File: src/sv/dsp_pkg.sv
// Shared types and constants for the dense shortest-path block.
// No dependencies.
`timescale 1ns / 1ps
package dsp_pkg;

   localparam int WEIGHT_W  = 15;
   localparam int DIST_W    = 20;
   localparam int VERT_W    = 3;
   localparam int CNT_W     = 4;
   localparam int MAX_VERTS = 8;
   localparam logic [DIST_W-1:0] DIST_MAX = {DIST_W{1'b1}};

   localparam logic CMD_WRITE = 1'b0;
   localparam logic CMD_RUN   = 1'b1;

   typedef enum logic [2:0] {
      ST_IDLE,
      ST_INIT,
      ST_SCAN,
      ST_RELAX,
      ST_OUT
   } state_type;

   typedef struct packed {
      logic [DIST_W-1:0] distance;
      logic [VERT_W-1:0] pred;
   } dist_entry_type;

endpackage

File: src/sv/dsp_wmem.sv
// Edge weight memory: one write port, one read port, registered read data.
// Depends on dsp_pkg.
`timescale 1ns / 1ps
module dsp_wmem import dsp_pkg::*; #(
   parameter int DEPTH = 64,
   parameter int AW    = 6
) (
   input  logic                clock,
   input  logic                wr_en,
   input  logic [AW-1:0]       wr_addr,
   input  logic [WEIGHT_W-1:0] wr_data,
   input  logic [AW-1:0]       rd_addr,
   output logic [WEIGHT_W-1:0] rd_data
);

   logic [WEIGHT_W-1:0] mem [DEPTH];
   logic [WEIGHT_W-1:0] rd_data_ff;

   always_ff @(posedge clock) begin
      if (wr_en) begin
         mem[wr_addr] <= wr_data;
      end
      rd_data_ff <= mem[rd_addr];
   end

   assign rd_data = rd_data_ff;

endmodule

File: src/sv/dsp_dmem.sv
// Distance / predecessor memory: one write port, one read port, registered read.
// Depends on dsp_pkg.
`timescale 1ns / 1ps
module dsp_dmem import dsp_pkg::*; #(
   parameter int DEPTH = 8,
   parameter int AW    = 3
) (
   input  logic           clock,
   input  logic           wr_en,
   input  logic [AW-1:0]  wr_addr,
   input  dist_entry_type wr_data,
   input  logic [AW-1:0]  rd_addr,
   output dist_entry_type rd_data
);

   dist_entry_type mem [DEPTH];
   dist_entry_type rd_data_ff;

   always_ff @(posedge clock) begin
      if (wr_en) begin
         mem[wr_addr] <= wr_data;
      end
      rd_data_ff <= mem[rd_addr];
   end

   assign rd_data = rd_data_ff;

endmodule

File: src/sv/dsp_ctrl.sv
// Search sequencer: init, min scan, relax sweeps and result output register.
// Depends on dsp_pkg, dsp_wmem and dsp_dmem.
`timescale 1ns / 1ps
module dsp_ctrl import dsp_pkg::*; #(
   parameter int NUM_VERTICES = 8
) (
   input  logic              clock,
   input  logic              reset,
   input  logic [CNT_W-1:0]  vertices_in_use,
   input  logic              req_tvalid,
   output logic              req_tready,
   input  logic              req_cmd,
   input  logic [VERT_W-1:0] req_row,
   input  logic [VERT_W-1:0] req_col,
   input  logic [WEIGHT_W-1:0] req_weight,
   input  logic [VERT_W-1:0] req_source,
   output logic              rsp_tvalid,
   input  logic              rsp_tready,
   output logic [VERT_W-1:0] rsp_vertex,
   output logic [DIST_W-1:0] rsp_distance,
   output logic [VERT_W-1:0] rsp_pred,
   output logic              rsp_tlast
);

   localparam int VN = (NUM_VERTICES < MAX_VERTS) ? NUM_VERTICES : MAX_VERTS;
   localparam int VW = $clog2(VN);
   localparam int AW = $clog2(VN * VN);
   localparam logic [CNT_W-1:0] VN_C = CNT_W'(VN);

   state_type state_ff, state_in;
   logic [CNT_W-1:0]  cnt_ff, cnt_in;
   logic              rd_vld_ff, rd_vld_in;
   logic [CNT_W-1:0]  rd_idx_ff, rd_idx_in;
   logic [CNT_W-1:0]  n_ff, n_in;
   logic [VERT_W-1:0] src_ff, src_in;
   logic [CNT_W-1:0]  round_ff, round_in;
   logic [VN-1:0]     settled_ff, settled_in;
   logic              found_ff, found_in;
   logic [DIST_W-1:0] best_ff, best_in;
   logic [VERT_W-1:0] vx_ff, vx_in;
   logic              rsp_valid_ff, rsp_valid_in;
   logic [VERT_W-1:0] rsp_vertex_ff, rsp_vertex_in;
   logic [DIST_W-1:0] rsp_dist_ff, rsp_dist_in;
   logic [VERT_W-1:0] rsp_pred_ff, rsp_pred_in;
   logic              rsp_last_ff, rsp_last_in;

   logic [CNT_W-1:0]    n_req;
   logic                req_fire, rsp_fire, issue, last_data, take, idx_settled;
   logic [VERT_W-1:0]   base_v;
   logic                wm_we, dm_we;
   logic [AW-1:0]       wm_waddr, wm_raddr;
   logic [WEIGHT_W-1:0] wm_rdata;
   logic [VW-1:0]       dm_waddr;
   dist_entry_type      dm_wdata, dm_rdata;
   logic [DIST_W:0]     sum;
   logic [DIST_W-1:0]   cand;

   dsp_wmem #(.DEPTH(VN * VN), .AW(AW)) u_wmem (
      .clock   (clock),
      .wr_en   (wm_we),
      .wr_addr (wm_waddr),
      .wr_data (req_weight),
      .rd_addr (wm_raddr),
      .rd_data (wm_rdata)
   );

   dsp_dmem #(.DEPTH(VN), .AW(VW)) u_dmem (
      .clock   (clock),
      .wr_en   (dm_we),
      .wr_addr (dm_waddr),
      .wr_data (dm_wdata),
      .rd_addr (cnt_ff[VW-1:0]),
      .rd_data (dm_rdata)
   );

   assign req_tready = (state_ff == ST_IDLE);
   assign req_fire   = req_tvalid && req_tready;
   assign rsp_fire   = rsp_valid_ff && rsp_tready;

   always_comb begin
      if (vertices_in_use == '0) begin
         n_req = CNT_W'(1);
      end else if (vertices_in_use > VN_C) begin
         n_req = VN_C;
      end else begin
         n_req = vertices_in_use;
      end
   end

   assign base_v    = (state_ff == ST_INIT) ? src_ff : vx_ff;
   assign wm_raddr  = AW'(int'(base_v) * VN + int'(cnt_ff));
   assign wm_waddr  = AW'(int'(req_row) * VN + int'(req_col));
   assign wm_we     = req_fire && (req_cmd == CMD_WRITE) &&
                      ({1'b0, req_row} < VN_C) && ({1'b0, req_col} < VN_C);
   assign last_data = rd_vld_ff && (rd_idx_ff == CNT_W'(n_ff - CNT_W'(1)));
   assign idx_settled = settled_ff[rd_idx_ff[VW-1:0]];
   assign take      = !idx_settled && (!found_ff || (dm_rdata.distance < best_ff));
   assign sum       = {1'b0, best_ff} + (DIST_W+1)'(wm_rdata);
   assign cand      = sum[DIST_W] ? DIST_MAX : sum[DIST_W-1:0];
   assign dm_waddr  = rd_idx_ff[VW-1:0];

   always_comb begin
      state_in      = state_ff;
      cnt_in        = cnt_ff;
      n_in          = n_ff;
      src_in        = src_ff;
      round_in      = round_ff;
      settled_in    = settled_ff;
      found_in      = found_ff;
      best_in       = best_ff;
      vx_in         = vx_ff;
      rsp_valid_in  = rsp_valid_ff && !rsp_fire;
      rsp_vertex_in = rsp_vertex_ff;
      rsp_dist_in   = rsp_dist_ff;
      rsp_pred_in   = rsp_pred_ff;
      rsp_last_in   = rsp_last_ff;
      dm_we         = 1'b0;
      dm_wdata      = dm_rdata;
      issue         = 1'b0;

      case (state_ff)
         ST_IDLE: begin
            cnt_in = '0;
            if (req_fire && (req_cmd == CMD_RUN) && ({1'b0, req_source} < n_req)) begin
               n_in     = n_req;
               src_in   = req_source;
               state_in = ST_INIT;
            end
         end
         ST_INIT: begin
            issue = (cnt_ff < n_ff);
            if (rd_vld_ff) begin
               dm_we    = 1'b1;
               dm_wdata = '{distance: DIST_W'(wm_rdata), pred: src_ff};
            end
            if (last_data) begin
               settled_in                = '0;
               settled_in[src_ff[VW-1:0]] = 1'b1;
               round_in                  = CNT_W'(1);
               found_in                  = 1'b0;
               cnt_in                    = '0;
               state_in = (n_ff == CNT_W'(1)) ? ST_OUT : ST_SCAN;
            end
         end
         ST_SCAN: begin
            issue = (cnt_ff < n_ff);
            if (rd_vld_ff && take) begin
               found_in = 1'b1;
               best_in  = dm_rdata.distance;
               vx_in    = VERT_W'(rd_idx_ff);
            end
            if (last_data) begin
               settled_in[vx_in[VW-1:0]] = 1'b1;
               cnt_in   = '0;
               state_in = ST_RELAX;
            end
         end
         ST_RELAX: begin
            issue = (cnt_ff < n_ff);
            if (rd_vld_ff && !idx_settled && (dm_rdata.distance > cand)) begin
               dm_we    = 1'b1;
               dm_wdata = '{distance: cand, pred: vx_ff};
            end
            if (last_data) begin
               round_in = round_ff + CNT_W'(1);
               found_in = 1'b0;
               cnt_in   = '0;
               state_in = (round_in == n_ff) ? ST_OUT : ST_SCAN;
            end
         end
         ST_OUT: begin
            issue = (cnt_ff < n_ff) && !rd_vld_ff && (!rsp_valid_ff || rsp_tready);
            if (rd_vld_ff) begin
               rsp_valid_in  = 1'b1;
               rsp_vertex_in = VERT_W'(rd_idx_ff);
               rsp_dist_in   = dm_rdata.distance;
               rsp_pred_in   = dm_rdata.pred;
               rsp_last_in   = last_data;
            end
            if (last_data) begin
               cnt_in   = '0;
               state_in = ST_IDLE;
            end
         end
         default: begin
            state_in = ST_IDLE;
         end
      endcase

      if (issue) begin
         cnt_in = cnt_ff + CNT_W'(1);
      end
      rd_vld_in = issue;
      rd_idx_in = cnt_ff;
   end

   always_ff @(posedge clock) begin
      if (reset) begin
         state_ff     <= ST_IDLE;
         cnt_ff       <= '0;
         rd_vld_ff    <= 1'b0;
         n_ff         <= CNT_W'(1);
         round_ff     <= '0;
         settled_ff   <= '0;
         found_ff     <= 1'b0;
         rsp_valid_ff <= 1'b0;
      end else begin
         state_ff     <= state_in;
         cnt_ff       <= cnt_in;
         rd_vld_ff    <= rd_vld_in;
         n_ff         <= n_in;
         round_ff     <= round_in;
         settled_ff   <= settled_in;
         found_ff     <= found_in;
         rsp_valid_ff <= rsp_valid_in;
      end
   end

   always_ff @(posedge clock) begin
      rd_idx_ff     <= rd_idx_in;
      src_ff        <= src_in;
      best_ff       <= best_in;
      vx_ff         <= vx_in;
      rsp_vertex_ff <= rsp_vertex_in;
      rsp_dist_ff   <= rsp_dist_in;
      rsp_pred_ff   <= rsp_pred_in;
      rsp_last_ff   <= rsp_last_in;
   end

   assign rsp_tvalid   = rsp_valid_ff;
   assign rsp_vertex   = rsp_vertex_ff;
   assign rsp_distance = rsp_dist_ff;
   assign rsp_pred     = rsp_pred_ff;
   assign rsp_tlast    = rsp_last_ff;

   a_relax_pivot_settled: assert property (@(posedge clock) disable iff (reset)
      (state_ff == ST_RELAX) |-> settled_ff[vx_ff[VW-1:0]])
      else $error("relax pivot not settled");

   a_scan_has_candidate: assert property (@(posedge clock) disable iff (reset)
      (state_ff == ST_SCAN) |-> ($countones(settled_ff) < int'(n_ff)))
      else $error("scan with every vertex settled");

   a_out_no_overwrite: assert property (@(posedge clock) disable iff (reset)
      (state_ff == ST_OUT && rd_vld_ff) |-> !rsp_valid_ff)
      else $error("result register overwritten");

   a_idle_no_read: assert property (@(posedge clock) disable iff (reset)
      (state_ff == ST_IDLE) |-> !rd_vld_ff)
      else $error("read in flight while idle");

endmodule

File: src/sv/dense_shortest_path.sv
// Dense single-source shortest paths over an edge-weight matrix memory.
// Weight writes are accepted back to back while idle. A run of n vertices does an
// init sweep, then n-1 rounds of a scan and a relax sweep, then reads out the
// results one at a time: a new read waits until the previous one has landed and
// the result register is free.
// Reset clears control state and sets vertices_in_use to 7; weights undefined.
`timescale 1ns / 1ps
module dense_shortest_path import dsp_pkg::*; #(
   parameter int NUM_VERTICES = 8
) (
   input  logic        clock,
   input  logic        reset,
   input  logic        csr_wen,
   input  logic [3:0]  csr_wdata,    // vertices_in_use
   input  logic        req_tvalid,
   output logic        req_tready,
   input  logic [23:0] req_tdata,    // row[2:0], col[5:3], weight[20:6], source[23:21]
   input  logic        req_tuser,    // cmd
   output logic        rsp_tvalid,
   input  logic        rsp_tready,
   output logic [31:0] rsp_tdata,    // vertex[2:0], distance[22:3], predecessor[25:23]
   output logic        rsp_tlast
);

   logic [CNT_W-1:0]  csr_ff, csr_in;
   logic [VERT_W-1:0] rsp_vertex, rsp_pred;
   logic [DIST_W-1:0] rsp_distance;

   assign csr_in = csr_wen ? csr_wdata : csr_ff;

   always_ff @(posedge clock) begin
      if (reset) begin
         csr_ff <= CNT_W'(7);
      end else begin
         csr_ff <= csr_in;
      end
   end

   dsp_ctrl #(.NUM_VERTICES(NUM_VERTICES)) u_ctrl (
      .clock           (clock),
      .reset           (reset),
      .vertices_in_use (csr_ff),
      .req_tvalid      (req_tvalid),
      .req_tready      (req_tready),
      .req_cmd         (req_tuser),
      .req_row         (req_tdata[2:0]),
      .req_col         (req_tdata[5:3]),
      .req_weight      (req_tdata[20:6]),
      .req_source      (req_tdata[23:21]),
      .rsp_tvalid      (rsp_tvalid),
      .rsp_tready      (rsp_tready),
      .rsp_vertex      (rsp_vertex),
      .rsp_distance    (rsp_distance),
      .rsp_pred        (rsp_pred),
      .rsp_tlast       (rsp_tlast)
   );

   assign rsp_tdata = {6'b0, rsp_pred, rsp_distance, rsp_vertex};

endmodule
File: config.mk
export PLATFORM = sky130hd
export DESIGN_NAME = dense_shortest_path
export DESIGN_NICKNAME = d
export VERILOG_FILES = /design/src/sv/dsp_pkg.sv /design/src/sv/dsp_wmem.sv /design/src/sv/dsp_dmem.sv /design/src/sv/dsp_ctrl.sv /design/src/sv/dense_shortest_path.sv
export SDC_FILE = /design/constraint.sdc
export NUM_CORES = 2
export LEC_CHECK = 0
export CAP_MARGIN = 15
export CORE_MARGIN = 2
export CORE_UTILIZATION = 46
export DETAILED_ROUTE_END_ITERATION = 10
export DONT_BUFFER_PORTS = 1
export RECOVER_POWER = 100
export SYNTH_ARGS = -nofsm -noshare
export SYNTH_HDL_FRONTEND = slang
export SYNTH_SLANG_ARGS = --single-unit
export TNS_END_PERCENT = 1
File: constraint.sdc
create_clock -name clock -period 8.2 [get_ports clock]
set_clock_uncertainty 0.2 [all_clocks]
set_input_delay 1.64 -clock clock [delete_from_list [all_inputs] [get_ports clock]]
set_output_delay 1.64 -clock clock [all_outputs]
set_load 0.02 [all_outputs]
==> impl_metrics.py <==
metrics = {
    "finish": {
        "fin_nets": 2624,
        "area_delta_synth_final_pct": 11.9,
        "layout-drive-gt1-share_pct": 23.1,
        "n_fill_cell": 8407,
        "multiInputGateArea_sq_um": 12300,
        "seq_area_sq_um": 37400,
        "post-route-util_pct": 51.9,
    },
    "clock_network": {
        "post_cts_resized": 0,
        "clock-root-buffer": "clkbuf_16",
        "cts_tree": "built",
        "clk_latency_ns": 0.76,
        "cts_buffer_depth": 3,
        "cts_hold_buf": 0,
        "post_cts_buffers": 0,
        "numCtsBuffers": 136,
        "htreeDepth": 4,
        "path_clk_slew_ns": 0.06,
        "cts.sinks": 1269,
    },
    "setup_path": {
        "crit_path_max_fanout": 23,
        "end_kind": "register",
        "slowest_delay_ns": 1.31,
        "crit_required_ns": 8.33,
        "crit_path_top_delay_cell": "clkbuf_1",
        "crit_type": "reg -> reg",
        "crit_chain": "ha_1 -> fa_1 -> a211oi_1 -> o211ai_1 -> nand4b_1 -> nand2_1 -> o21bai_1 -> inv_1 -> ha_1 -> a211o_1 -> a221o_1 -> o221ai_1 -> a31oi_1 -> o31a_1 -> nor2_1 -> clkbuf_1 -> nor3_1 -> clkbuf_1",
        "worst_ep_arrival_time_ns": 6.73,
        "cp-start-kind": "register",
    },
    "die": {
        "coreArea_sq_um": 109000,
        "die_y_microns": 335,
        "num_rows": 121,
        "die_area_sq_um": 112000,
        "die_w_microns": 335,
        "io_pins": 69,
        "start_util_pct": 46.3,
    },
    "placed_design": {
        "gp_congestion": 0.849,
        "dp_hpwl_microns": 68500,
        "io_buffers": 0,
    },
    "sta": {
        "grt_setup_unrepaired": "false",
        "min_period_over_period_pct": 80.5,
        "fmax_ghz": 0.151,
        "min_period_ns": 6.60,
        "worstMarginPinSlew_ns": 4.00,
        "setup_tns_ns": 0,
        "slew_viol_final": 349,
        "whs_ns": 0.255,
        "slew_headroom_pct": -167,
        "hold_viol": 0,
        "finalSetupViolCount": 0,
    },
    "logic_synthesis": {
        "ys.flop_type": "edfxtp_1",
        "ys_warn_count": 0,
        "synthMuxAreaShare_pct": 17.2,
        "synth-simple-area-share_pct": 2.73,
        "yosysTopAreaCellShare_pct": 71.3,
        "synthCells": 2413,
        "synthesis.area_sq_um": 50400,
        "ys_ff_latch": 1269,
        "synth_top_area_cell": "edfxtp_1",
        "synth-seq-area-share_pct": 74.1,
        "async_flop_share_pct": 0,
        "synth.area.top_cells": "edfxtp_1 71%, mux4_2 16%, dfxtp_1 2.9%",
        "syn-mean-instance-area_sq_um": 20.9,
        "synth_top_family_by_area": "multiplexers",
        "yosys-top-cells-count": "1,197 x edfxtp_1, 361 x mux4_2, 139 x nor2_1, 72 x dfxtp_1, 69 x clkbuf_1",
        "synth-edff-count": 1197,
        "synth.most_common_cell": "edfxtp_1",
        "synth-xor-area-share_pct": 0.451,
        "synth_fa_ha_area_share_pct": 1.65,
        "synth_compound_area_share_pct": 2.37,
        "synthDistinctLibCells": 74,
    },
    "routing": {
        "wl_microns": 115000,
        "postRouteAntennaNets": 0,
        "drc": 0,
        "avgViaCountPerCell": 5.96,
        "wl_per_cell_microns": 28.4,
        "drt-initial-drc-count": 2424,
        "vias": 24100,
        "drt_pass1_iterations": 5,
    },
    "hold_path": {
        "hp-class": "reg -> reg",
    },
    "outcome": {
        "status": "finished, violations left",
        "violations": "max-capacitance violations, max-slew violations",
    },
    "flow_run": {
        "max_cap_viol_count": 12,
    },
    "grt": {
        "grt_max_degree": 106,
        "grt_pass1_vias": 24600,
        "track_usage_pct": 20.7,
        "grt_pass1_wl_microns": 169000,
        "antenna_found_initial": 7,
        "overflow": 0,
    },
    "power": {
        "power.density_nw_per_um2": 242,
        "ir_drop_mv": 0.201,
        "p_leak_nw": 17.4,
    },
}
## flip-flops by register name (all words and copies together), names as in the netlist, 8 cells and up
signal                 flops
u_ctrl.u_wmem.mem        960
u_ctrl.u_dmem.rd_data     23
u_ctrl.best_ff            20
u_ctrl.u_dmem.mem        184
u_ctrl.rsp_distance       20
u_ctrl.settled_ff          8
u_ctrl.u_wmem.rd_data     15
## metal layers
layer / GRT usage [%] / vias to the layer above / wire length, microns
li1: - / 10300 / -
met1: 28.8 / 12900 / 47900
met5: 0 / - / 0
met2: 34.1 / 844 / 57100
met4: 5.37 / 0 / 2190
met3: 3.82 / 158 / 7620
## worst max-delay path, delay by kind of cell (launching register included)
kind                       cells  cell delay (ns)
AOI/OAI and AO/OA              8             2.11
adders and majority gates      3             0.83
buffers and inverters          3             1.76
DFF                            1             0.38
and+or+nand+nor                4             0.88
## cell usage in the layout (no fill, tap or decap), types with 8 or more instances in the layout
| cell type | netlist | layout |
|---|---|---|
| dfxtp_1 | 72 | 71 |
| a221o_1 | 11 | 11 |
| nand2b_1 | 13 | 13 |
| buf_4 | 7 | 11 |
| nor3_1 | 12 | 13 |
| nor2_1 | 139 | 139 |
| mux2_2 | 25 | 24 |
| bufinv_16 | 0 | 10 |
| xor2_1 | 10 | 10 |
| a21oi_1 | 39 | 40 |
| clkbuf_16 | 0 | 139 |
| nand2_1 | 50 | 50 |
| nand4_1 | 8 | 8 |
| clkbuf_1 | 69 | 107 |
| ha_1 | 65 | 64 |
| a21o_1 | 8 | 8 |
| clkinv_1 | 0 | 21 |
| mux4_2 | 361 | 361 |
| inv_1 | 43 | 45 |
| a211oi_1 | 10 | 10 |
| o21a_1 | 8 | 8 |
| o21ai_1 | 13 | 8 |
| edfxtp_1 | 1197 | 1197 |
| nand3_1 | 28 | 28 |
| o21ai_0 | 23 | 28 |
| xnor2_1 | 16 | 15 |
| clkinv_2 | 0 | 25 |
| mux2i_1 | 21 | 21 |
## power by group
group	switching, W	leakage, nW	internal, W
Combinational	0.000291	3.86	0.000242
Clock	0.00251	2.14	0.00348
Sequential	0.0000377	11.4	0.00711
## cell families (layout without fill, tap and decap cells)
kind of cell / Yosys count / count (layout)
AO/OA/AOI/OAI: 174 / 174
adder cells (fa/ha/maj): 66 / 66
buffers and inverters: 172 / 385
other: 1 / 7
AND/OR/NAND/NOR: 295 / 295
flip-flops: 1269 / 1269
XOR/XNOR: 26 / 26
multiplexers: 410 / 410
## area by class of cell
cell class	instances	share of cell area, %
Tap cell	1414	3.13
Clock buffer	168	6.41
Sequential cell	1269	66.2
Antenna cell	1	0.00443
Timing Repair Buffer	95	0.764
Clock inverter	77	1.38
Multi-Input combinational cell	977	21.8
Inverter	45	0.299
## worst paths after layout
path / start / end / slack, ns / cells past startpoint
max: u_ctrl.best_ff[0] / u_ctrl.u_dmem.mem[1][5] / 1.60 / 18
min: u_ctrl.cnt_ff[3] / u_ctrl.rd_idx_ff[3] / 0.25 / 0
max reg2reg: u_ctrl.best_ff[0] / u_ctrl.u_dmem.mem[1][5] / 1.60 / 18
min reg2reg: u_ctrl.cnt_ff[3] / u_ctrl.rd_idx_ff[3] / 0.25 / 0
## stage by stage
step / cells / power, W / cell area (sq um) / setup WS (ns)
2_1_floorplan: 2418 / 0.00767 / 50500 / 1.82
3_3_place_gp: 3796 / 0.00782 / 52400 / 2.55
3_5_place_dp: 3796 / 0.00782 / 52400 / 2.28
4_1_cts: 4041 / 0.0138 / 56800 / 2.25
5_1_grt: 4045 / 0.0141 / 56500 / 1.06
6_report: 4046 / 0.0137 / 56500 / 1.60
(Power assumes the default switching activity.)
